$ cat src/mts_pkg.sv
// Shared types, constants and value conversion functions for the max-tracking stack.
// Used by the controller, the datapath and the top level; depends on nothing.
package mts_pkg;

  // Sizing of the stack and of its stored values.
  localparam int STACK_DEPTH = 16;
  localparam int VALUE_WIDTH = 32;

  // Maximum tree: one registered level per halving of the slot row.
  localparam int LEVELS      = (STACK_DEPTH > 1) ? $clog2(STACK_DEPTH) : 1;
  localparam int TREE_LEAVES = 1 << LEVELS;
  localparam int CNT_W       = $clog2(STACK_DEPTH + 1);
  localparam int IDX_W       = LEVELS;
  localparam int SET_W       = $clog2(LEVELS + 1);

  typedef logic signed [VALUE_WIDTH-1:0] value_t;

  // Opcodes of an input item.
  typedef enum logic [2:0] {
    OP_PUSH     = 3'd0,
    OP_POP      = 3'd1,
    OP_TOP      = 3'd2,
    OP_PEEK_MAX = 3'd3,
    OP_POP_MAX  = 3'd4
  } op_t;

  // Status codes of a result item.
  typedef enum logic [1:0] {
    STAT_OK    = 2'd0,
    STAT_EMPTY = 2'd1,
    STAT_FULL  = 2'd2
  } stat_t;

  typedef struct packed {
    op_t                opcode;
    logic signed [31:0] push_value;
  } cmd_item_t;

  typedef struct packed {
    logic signed [31:0] result_value;
    stat_t              status;
  } rsp_item_t;

  // Stack updates the controller can request.
  typedef enum logic [1:0] {
    STK_HOLD,
    STK_PUSH,
    STK_POP,
    STK_REMOVE
  } stk_op_t;

  // Source of the returned value.
  typedef enum logic [1:0] {
    RES_ZERO,
    RES_ECHO,
    RES_TOP,
    RES_MAX
  } res_sel_t;

  typedef enum logic {
    ST_IDLE,
    ST_EXEC
  } ctl_state_t;

  // Controller to datapath.
  typedef struct packed {
    logic     load_item;
    stk_op_t  stk_op;
    res_sel_t res_sel;
    stat_t    res_status;
    logic     load_result;
  } ctl_cmd_t;

  // Datapath to controller.
  typedef struct packed {
    op_t  opcode;
    logic empty;
    logic full;
    logic max_ready;
  } dp_status_t;

  // A pushed value is kept in the low VALUE_WIDTH bits, sign-extended when wider.
  function automatic value_t to_entry(logic signed [31:0] v);
    return VALUE_WIDTH'(v);
  endfunction

  // A stored value is returned sign-extended, then cut to 32 bits.
  function automatic logic signed [31:0] to_result(value_t e);
    return 32'(e);
  endfunction

endpackage

$ cat src/mts_ctrl.sv
// Controller of the max-tracking stack: takes an item, waits for the maximum tree
// when needed, then commands one stack update and a result load. Uses mts_pkg.
module mts_ctrl (
  input  logic                clk,
  input  logic                rst,
  input  logic                cmd_valid,
  output logic                cmd_stall,
  output logic                rsp_valid,
  input  logic                rsp_stall,
  input  mts_pkg::dp_status_t dp_status,
  output mts_pkg::ctl_cmd_t   ctl
);
  import mts_pkg::*;

  ctl_state_t state, state_next;
  logic       rsp_valid_next;
  logic       out_free;
  logic       need_tree;
  logic       go;
  stk_op_t    stk_op;
  res_sel_t   res_sel;
  stat_t      res_status;

  // State and output valid registers.
  always_ff @(posedge clk) begin
    if (rst) begin
      state     <= ST_IDLE;
      rsp_valid <= 1'b0;
    end else begin
      state     <= state_next;
      rsp_valid <= rsp_valid_next;
    end
  end

  // Decode of the held item into a stack update and a result.
  always_comb begin
    stk_op     = STK_HOLD;
    res_sel    = RES_ZERO;
    res_status = STAT_OK;
    need_tree  = 1'b0;
    unique case (dp_status.opcode)
      OP_PUSH: begin
        if (dp_status.full) begin
          res_status = STAT_FULL;
        end else begin
          stk_op  = STK_PUSH;
          res_sel = RES_ECHO;
        end
      end
      OP_POP, OP_TOP: begin
        if (dp_status.empty) begin
          res_status = STAT_EMPTY;
        end else begin
          stk_op  = (dp_status.opcode == OP_POP) ? STK_POP : STK_HOLD;
          res_sel = RES_TOP;
        end
      end
      OP_PEEK_MAX, OP_POP_MAX: begin
        if (dp_status.empty) begin
          res_status = STAT_EMPTY;
        end else begin
          stk_op    = (dp_status.opcode == OP_POP_MAX) ? STK_REMOVE : STK_HOLD;
          res_sel   = RES_MAX;
          need_tree = 1'b1;
        end
      end
      default: begin
        // Unused opcodes change nothing and report zero with status ok.
        res_status = STAT_OK;
      end
    endcase
  end

  // Next state and commands.
  always_comb begin
    out_free       = !rsp_valid || !rsp_stall;
    go             = out_free && (!need_tree || dp_status.max_ready);
    state_next     = state;
    rsp_valid_next = rsp_valid && rsp_stall;
    cmd_stall      = 1'b1;
    ctl.load_item   = 1'b0;
    ctl.stk_op      = STK_HOLD;
    ctl.res_sel     = res_sel;
    ctl.res_status  = res_status;
    ctl.load_result = 1'b0;
    unique case (state)
      ST_IDLE: begin
        cmd_stall = 1'b0;
        if (cmd_valid) begin
          ctl.load_item = 1'b1;
          state_next    = ST_EXEC;
        end
      end
      ST_EXEC: begin
        if (go) begin
          ctl.stk_op      = stk_op;
          ctl.load_result = 1'b1;
          rsp_valid_next  = 1'b1;
          state_next      = ST_IDLE;
        end
      end
      default: begin
        state_next = ST_IDLE;
      end
    endcase
  end

endmodule

$ cat src/mts_datapath.sv
// Datapath of the max-tracking stack: shifting slot row (top at slot 0), entry
// count, registered maximum tree, item and result registers. Uses mts_pkg.
module mts_datapath (
  input  logic                clk,
  input  logic                rst,
  input  mts_pkg::cmd_item_t  cmd,
  input  mts_pkg::ctl_cmd_t   ctl,
  output mts_pkg::dp_status_t dp_status,
  output mts_pkg::rsp_item_t  rsp
);
  import mts_pkg::*;

  localparam int NODES = 2 * TREE_LEAVES - 1;
  localparam int INNER = TREE_LEAVES - 1;

  cmd_item_t        item;
  rsp_item_t        result;
  value_t           slot [STACK_DEPTH];
  value_t           entry_new;
  logic [CNT_W-1:0] count;
  logic [SET_W-1:0] settle;

  // Tree nodes in heap order; inner nodes are registers, leaves come from the slots.
  value_t           nd_val [NODES];
  logic [IDX_W-1:0] nd_idx [NODES];
  logic             nd_vld [NODES];
  value_t           tr_val [INNER];
  logic [IDX_W-1:0] tr_idx [INNER];
  logic             tr_vld [INNER];

  // Held input item.
  always_ff @(posedge clk) begin
    if (ctl.load_item) begin
      item <= cmd;
    end
  end

  assign entry_new = to_entry(item.push_value);

  // Slot row: push shifts down, pop shifts up, remove closes the gap at the maximum.
  for (genvar j = 0; j < STACK_DEPTH; j++) begin : g_slot
    always_ff @(posedge clk) begin
      case (ctl.stk_op)
        STK_PUSH: begin
          if (j == 0) begin
            slot[j] <= entry_new;
          end else begin
            slot[j] <= slot[(j == 0) ? 0 : j - 1];
          end
        end
        STK_POP: begin
          if (j < STACK_DEPTH - 1) begin
            slot[j] <= slot[(j < STACK_DEPTH - 1) ? j + 1 : j];
          end
        end
        STK_REMOVE: begin
          if (j < STACK_DEPTH - 1 && IDX_W'(j) >= tr_idx[0]) begin
            slot[j] <= slot[(j < STACK_DEPTH - 1) ? j + 1 : j];
          end
        end
        default: begin
        end
      endcase
    end
  end

  // Entry count and settle counter of the maximum tree.
  always_ff @(posedge clk) begin
    if (rst) begin
      count  <= '0;
      settle <= '0;
    end else begin
      case (ctl.stk_op)
        STK_PUSH:               count <= count + CNT_W'(1);
        STK_POP, STK_REMOVE:    count <= count - CNT_W'(1);
        default:                count <= count;
      endcase
      if (ctl.stk_op != STK_HOLD) begin
        settle <= '0;
      end else if (settle != SET_W'(LEVELS)) begin
        settle <= settle + SET_W'(1);
      end
    end
  end

  // Leaves: slots below the count are candidates, padding leaves never win.
  for (genvar j = 0; j < TREE_LEAVES; j++) begin : g_leaf
    if (j < STACK_DEPTH) begin : g_used
      assign nd_val[INNER + j] = slot[j];
      assign nd_vld[INNER + j] = (count > CNT_W'(j));
    end else begin : g_pad
      assign nd_val[INNER + j] = '0;
      assign nd_vld[INNER + j] = 1'b0;
    end
    assign nd_idx[INNER + j] = IDX_W'(j);
  end

  // Inner nodes: the left child is nearer the top and wins ties.
  for (genvar k = 0; k < INNER; k++) begin : g_node
    logic take_left;
    assign take_left = nd_vld[2*k+1] &&
                       (!nd_vld[2*k+2] || (nd_val[2*k+1] >= nd_val[2*k+2]));
    always_ff @(posedge clk) begin
      tr_vld[k] <= nd_vld[2*k+1] || nd_vld[2*k+2];
      tr_val[k] <= take_left ? nd_val[2*k+1] : nd_val[2*k+2];
      tr_idx[k] <= take_left ? nd_idx[2*k+1] : nd_idx[2*k+2];
    end
    assign nd_val[k] = tr_val[k];
    assign nd_idx[k] = tr_idx[k];
    assign nd_vld[k] = tr_vld[k];
  end

  // Result register: the echoed push value, the top slot or the tree maximum, as they stand before the update.
  always_ff @(posedge clk) begin
    if (ctl.load_result) begin
      result.status <= ctl.res_status;
      case (ctl.res_sel)
        RES_ECHO: result.result_value <= to_result(entry_new);
        RES_TOP:  result.result_value <= to_result(slot[0]);
        RES_MAX:  result.result_value <= to_result(tr_val[0]);
        default:  result.result_value <= '0;
      endcase
    end
  end

  assign rsp                 = result;
  assign dp_status.opcode    = item.opcode;
  assign dp_status.empty     = (count == '0);
  assign dp_status.full      = (count == CNT_W'(STACK_DEPTH));
  assign dp_status.max_ready = (settle == SET_W'(LEVELS));

endmodule

$ cat src/max_tracking_stack.sv
// Top level of the max-tracking stack: joins the controller and the datapath.
// Depends on mts_pkg, mts_ctrl and mts_datapath.
//
// Usage: the command channel (cmd_valid, cmd_stall, cmd) carries an opcode and a
// push value; the response channel (rsp_valid, rsp_stall, rsp) returns one result
// per command, in order. A transfer happens at a clock edge with valid high and
// stall low. The block takes a command, executes it in the next cycle or later,
// and places the result in an output register; a new command is taken in the
// cycle after execution, even while that result still waits.
// Push, pop, top and unused opcodes execute once the output is free. Peek max and
// pop max read a registered maximum tree of LEVELS = clog2(STACK_DEPTH) levels
// (4 at depth 16) and wait until it has settled after the stack last changed.
// Synchronous reset empties the stack and drops any pending result; stored
// values are not cleared. While the receiver stalls a waiting result, the block
// accepts at most one more command and holds it, not yet executed, until the
// output frees.
module max_tracking_stack (
  input  logic               clk,
  input  logic               rst,
  input  logic               cmd_valid,
  output logic               cmd_stall,
  input  mts_pkg::cmd_item_t cmd,
  output logic               rsp_valid,
  input  logic               rsp_stall,
  output mts_pkg::rsp_item_t rsp
);
  import mts_pkg::*;

  ctl_cmd_t   ctl;
  dp_status_t dp_status;

  mts_ctrl u_ctrl (
    .clk       (clk),
    .rst       (rst),
    .cmd_valid (cmd_valid),
    .cmd_stall (cmd_stall),
    .rsp_valid (rsp_valid),
    .rsp_stall (rsp_stall),
    .dp_status (dp_status),
    .ctl       (ctl)
  );

  mts_datapath u_datapath (
    .clk       (clk),
    .rst       (rst),
    .cmd       (cmd),
    .ctl       (ctl),
    .dp_status (dp_status),
    .rsp       (rsp)
  );

endmodule

$ cat config.mk
export PLATFORM = sky130hd
export DESIGN_NAME = max_tracking_stack
export DESIGN_NICKNAME = d
export VERILOG_FILES = /design/src/mts_pkg.sv /design/src/mts_ctrl.sv /design/src/mts_datapath.sv /design/src/max_tracking_stack.sv
export SDC_FILE = /design/constraint.sdc
export NUM_CORES = 2
export LEC_CHECK = 0
export BUFFER_PORTS_ARGS = -buffer_cell sky130_fd_sc_hd__buf_2
export CORE_MARGIN = 1.5
export CORE_UTILIZATION = 55
export CTS_CLUSTER_DIAMETER = 100
export CTS_CLUSTER_SIZE = 24
export DETAILED_ROUTE_END_ITERATION = 6
export PLACE_DENSITY = 0.71
export SLEW_MARGIN = 20
export SYNTH_ARGS = -nofsm -noshare
export SYNTH_HDL_FRONTEND = slang
export SYNTH_SLANG_ARGS = --single-unit
$ cat constraint.sdc
create_clock -name clk -period 12.05 [get_ports clk]
set_input_delay 0 -clock clk [delete_from_list [all_inputs] [get_ports clk]]
set_output_delay 0 -clock clk [all_outputs]
set_load 0.01 [all_outputs]
* Yosys cells after proc, flatten, opt, wreduce, memory -nomap -nowiden
Memory sizes are Yosys's and may differ from the RTL's.
Index checks and enable logic that the tools add are counted.
Widths: inputs -> output; s select.
** Operators by class
- Add/subtract/negate cells :: 3
- Magnitude comparators :: 46
- Equality and inequality tests :: 13
- Mux-type cells :: 136
- Bitwise gates (word level) :: 31
- Reduce and logical (&&, ||, !) cells :: 76
** Operators with widths (count)
- $mux 32 :: 45
- $ge 32x32->1 :: 15
- $pmux 32 s3 :: 1
- $mux 1 :: 69
- $gt 5x4->1 const B :: 8
- $logic_or 1x1->1 :: 32
- $or 1x1->1 :: 30
- $ge 4x4->1 const A :: 7
- $mux 4 :: 7
- $gt 5x3->1 const B :: 4
- $logic_not 1->1 :: 18
- $mux 2 :: 9
- $logic_and 1x1->1 :: 17
- $ge 3x4->1 const A :: 4
- $pmux 2 s3 :: 2
- $gt 5x1->1 const B :: 2
- $gt 5x2->1 const B :: 2
- $pmux 5 s2 :: 1
- $eq 2x2->1 const B :: 4
- $ge 1x4->1 const A :: 2
- $ge 2x4->1 const A :: 2
- $reduce_or 2->1 :: 4
- $eq 3x2->1 const B :: 2
- $eq 3x3->1 const B :: 2
- other kinds (14) :: 16
** Storage, ports and cells
- Flip-flop bits (word level) :: 79
- Memory bits (writable) :: 1067
- Input port bits :: 39
- Memories :: 4
** Memory list
- u_datapath.slot :: words 16, bits a word 32, rd ports 16, clocked after memory_dff 0, write ports 16, RTL line mts_datapath.sv:18 : value_t slot [STACK_DEPTH];
- u_datapath.tr_val :: words 15, bits a word 32, rd ports 15, clocked after memory_dff 0, write ports 15, RTL line mts_datapath.sv:27 : value_t tr_val [INNER];
- u_datapath.tr_idx :: words 15, bits a word 4, rd ports 15, clocked after memory_dff 0, write ports 15, RTL line mts_datapath.sv:28 : logic [IDX_W-1:0] tr_idx [INNER];
- u_datapath.tr_vld :: words 15, bits a word 1, rd ports 14, clocked after memory_dff 0, write ports 15, RTL line mts_datapath.sv:29 : logic tr_vld [INNER];

* Longest topological paths before layout
- Word-level depth :: 13
- Mapped depth :: 18
- Gate-level depth less buffers :: 14

* Modules after synthesis
Synthesis repeated with hierarchy kept, for this count alone.
** Second synthesis, totals
- Cell total of the unflattened synthesis :: 4616
- Area total of the unflattened synthesis :: 52925.8 um2
** Modules (own cells, without submodules)
- mts_datapath :: instances 1, cells an instance 4586, area each 52704.3 um2, sequential area each 28016.9 um2
- mts_ctrl :: instances 1, cells an instance 30, area each 221.5 um2, sequential area each 40.0 um2

* Worst setup path before layout
Ideal clock, no wire load.
- Path kind :: register to register
- Start :: reg u_datapath.count[1]
- End :: mem u_datapath.slot[1][32] in the netlist's numbering (enable)
- Setup time :: 466 ps
- Data arrival time :: 6265 ps
- Required time :: 11584 ps
- Slack :: 5320 ps
- Cell stages (with the launch flop) :: 14
- Buffers on the path :: 3
- Path through :: dfxtp_1 > clkbuf_1 > inv_1 > ha_1 > and2_1 > clkbuf_1 > nor2_1 > a21bo_2 > a21oi_1 > and2_1 > ha_1 > nand2b_1 > clkbuf_1 > o21ai_0
** RTL lines
- start: declaration :: RTL line mts_datapath.sv:20 : logic [CNT_W-1:0] count;
- start signal: assignment :: RTL line mts_datapath.sv:74 : STK_PUSH: count <= count + CNT_W'(1);
- start signal: assignment :: RTL line mts_datapath.sv:75 : STK_POP, STK_REMOVE: count <= count - CNT_W'(1);
- start signal: assignment :: RTL line mts_datapath.sv:76 : default: count <= count;
- end: declaration :: RTL line mts_datapath.sv:18

==> impl_metrics.toml <==
[timing]
layout_min_cycle_time_ps = 5710
worst_pin_slew_ps = 1100
finalSetupViolations = 0
rsz0062_at_grt = "false"
maxSlewViolCount = 0
whs_ps = 29.4
max_freq_ghz = 0.175
timing.slew.headroom = 0.264
hold_viol = 0
finClkSkew_ps = 49.1
finalCritPeriodShare = 0.474
finalSetupTns_ps = 0

[synth]
synth_top_family_by_area = "compound AO/OA/AOI/OAI gates"
synth_area_leaders = "edfxtp_1 (30%), dfxtp_1 (18%), ha_1 (11%), mux2_2 (9.8%), nand2_1 (5.1%)"
synth_area_leader_cell = "edfxtp_1"
synth_fa_ha_area_frac = 0.106
synth_edf_count = 581
syn-num-nets = 6145
ys_warn_count = 0
synth-xor-area-share = 0.00120
ys_seq_area_frac = 0.482
synth-simple-area-share = 0.108
avgSynthCellArea_um2 = 10.4
synth.top_cells.by_count = "nand2_1 (795), edfxtp_1 (581), inv_1 (541)"
synthMuxAreaShare = 0.123
synth_top_area_share = 0.299
async_reset_ff_frac = 0
synthCells = 5614
synth_cell_types = 82
synth_compound_area_frac = 0.124
synth-seq-cells = 1111
synthFlopType = "edfxtp_1"
synth_area_mm2 = 0.0583
yosysMostFrequentCell = "nand2_1"

[final_layout]
finalInstanceArea_mm2 = 0.0620
area_growth_pct = 6.44
stdcell_count = 6994
nets = 6091
drive_gt1_frac = 0.146
postLayoutCoreUtil = 0.590

[clocking]
clk_latency_ps = 690
post_cts_buffers = 0
cts_tree = "done"
cts_resized = 0
cts_buffer_depth = 3
cts-root-buf = "clkbuf_16"
cts_sinks = 1111
postCtsHoldBufs = 51
clk_pin_slew_ps = 100
htree_levels = 2
cts-buffers-inserted = 53

[detailed_routing]
ant_nets = 0
post_drt_wl_per_cell_um = 23.7
viasPerCell = 6.19
drt-initial-drc-count = 4481
drtPass1Iterations = 6
routed_wl_um = 166000
via_count = 43297
drc = 0

[global_route]
grt_start_max_net_pins = 72
antenna_found_initial = 11
grt_pass1_wl_um = 248000
grt_pass1_vias = 41013
grt_overflow = 0
grt_usage = 0.300

[power_and_ir_drop]
p_switching_uw = 1970
power_density_mw_per_mm2 = 118
comb_power_share = 0.122
ir_drop_v = 0.000133
intPower_uw = 5350
p_seq_frac = 0.592
swShare = 0.269
leakage_uw = 0.0257
clkPwrFrac = 0.286

[worst_setup_path]
cp_top_family = "simple AND/OR/NAND/NOR gates"
timing.rr.start = "u_datapath.count[0]"
worstSetupEndpointType = "flop"
crit_path_top_delay_cell = "nor2_1"
crit_chain = "inv_1 > ha_1 > and2_1 > nor2_1 > a21bo_2 > a21oi_4 > and2_1 > ha_1 > nand2b_1 > nand2b_1 > buf_4 > nor2_4 > buf_4 > nand2b_1 > buf_4"
worstReg2RegEnd = "u_datapath.slot[1][2]"
reg2reg_depth = 15
worstSetupPathType = "reg2reg"
crit_buf_inv = 4
crit_arrival_ps = 6120
crit_fanout = 64
startpoint_type = "flop"
required_ps = 12460
reg2reg_slack_ps = 6340
slowest_delay_ps = 870

[place]
port-buffer-count = 74
dp_hpwl_um = 124000
place_area_mm2 = 0.0599
place_congestion = 0.927
dp_cells = 6844

[floorplanning]
core_area_mm2 = 0.105
io_pins = 75
dieArea_mm2 = 0.108
start_util = 0.554
rows = 119
dieWidth_um = 328
die_y_um = 328

[run_status]
status = "complete, no violations"

[min_path]
hold_path.class = "in2reg"
whs_path_depth = 2
hold-path-endpoint = "u_datapath.entry_new[14]"
hp-start = "cmd[14]"

[run]
maxCapViolations = 0
==> worst reg2reg max path, delay by kind of cell (launching register included) <==
kind                     cells  cell delay, ps
AND/OR/NAND/NOR              7            2500
adder cells (fa/ha/maj)      2             780
flip-flops                   1             520
AO/OA/AOI/OAI                2             360
buffers and inverters        4            1280
==> per-layer routing <==
| layer | vias to the layer above | share of wire | GRT usage |
|---|---|---|---|
| met5 | - | 0.00089 | 0 |
| met4 | 20 | 0.060 | 0.159 |
| met3 | 415 | 0.069 | 0.0401 |
| met2 | 1694 | 0.46 | 0.485 |
| met1 | 21059 | 0.41 | 0.393 |
| li1 | 20109 | - | - |
==> kinds of logic after synthesis <==
group | after synthesis
buffers and inverters | 845
XOR/XNOR | 8
adder cells (fa/ha/maj) | 492
AND/OR/NAND/NOR | 1436
multiplexers | 638
AO/OA/AOI/OAI | 1084
flip-flops | 1111
==> placed cells by master, fill, tap and decap left out, drive strengths merged, types with 8 or more instances in the layout <==
cell,netlist,layout
nand2,795,795
edfxtp,581,581
mux2,550,550
inv,543,545
dfxtp,530,530
ha,492,492
o21ai,364,364
nor2,221,221
a21oi,196,196
buf,70,141
nand3,139,139
nand4,110,110
a211oi,92,92
clkbuf,231,91
mux2i,88,88
o211ai,81,81
a221oi,74,74
a311o,67,67
o32ai,66,66
dlygate4sd3,0,51
a21o,44,44
or3,34,34
nor3,28,28
nand2b,27,27
nor2b,20,20
or2,13,13
a2111oi,10,10
a222oi,10,10
a31o,10,10
and4,10,10
a31oi,10,10
nor4,8,8
and2,8,8
==> flip-flops by register name, summed over array words and instances, names as in the netlist <==
signal and cells:
u_ctrl.rsp_valid 1, u_datapath.dp_status 3, u_datapath.settle 3, u_ctrl.state 1, u_datapath.count 5, u_datapath.rsp 34, u_datapath.slot 512, u_datapath.entry_new 32
u_datapath.tr_val 480, u_datapath.tr_vld 14, u_datapath.tr_idx 26
==> how the worst max path moves through the flow <==
stage                        startpoint                     end  slack, ps  cells past startpoint
global route        u_datapath.count[0]   u_datapath.slot[1][2]       6020                     13
floorplan           u_datapath.count[1]  u_datapath.slot[1][32]       5320                     13
global placement    u_datapath.count[0]   u_datapath.slot[1][6]       6640                     15
detailed placement  u_datapath.count[0]   u_datapath.slot[1][5]       6490                     14
finish              u_datapath.count[0]   u_datapath.slot[1][2]       6340                     15
CTS                 u_datapath.count[0]  u_datapath.slot[1][10]       6400                     14
==> cell type report <==
class | instances | area (um^2)
clock buffer | 91 | 1470
multi-input combinational | 3658 | 27200
timing repair buffer | 192 | 1400
fill | 8822 | 43100
tap | 1391 | 1740
clock inverter | 6 | 73.8
antenna | 1 | 2.50
sequential | 1111 | 28100
inverter | 544 | 2040
==> per-stage QoR <==
step	total power (uW)	worst slack [ps]
after floorplan	4920	5320
after global placement	5240	6640
after detailed placement	5270	6490
after CTS	7310	6400
after global routing	7560	6020
final	7310	6340
==> power groups by stage <==
| stage | Sequential, uW | Clock (uW) | Combinational, uW |
|---|---|---|---|
| 2_1_floorplan | 4320 | 0 | 608 |
| 3_3_place_gp | 4410 | 0 | 834 |
| 3_5_place_dp | 4410 | 0 | 856 |
| 4_1_cts | 4320 | 2110 | 877 |
| 5_1_grt | 4340 | 2240 | 974 |
| 6_report | 4330 | 2090 | 892 |
Note: power is estimated with default switching activity, not from simulation.
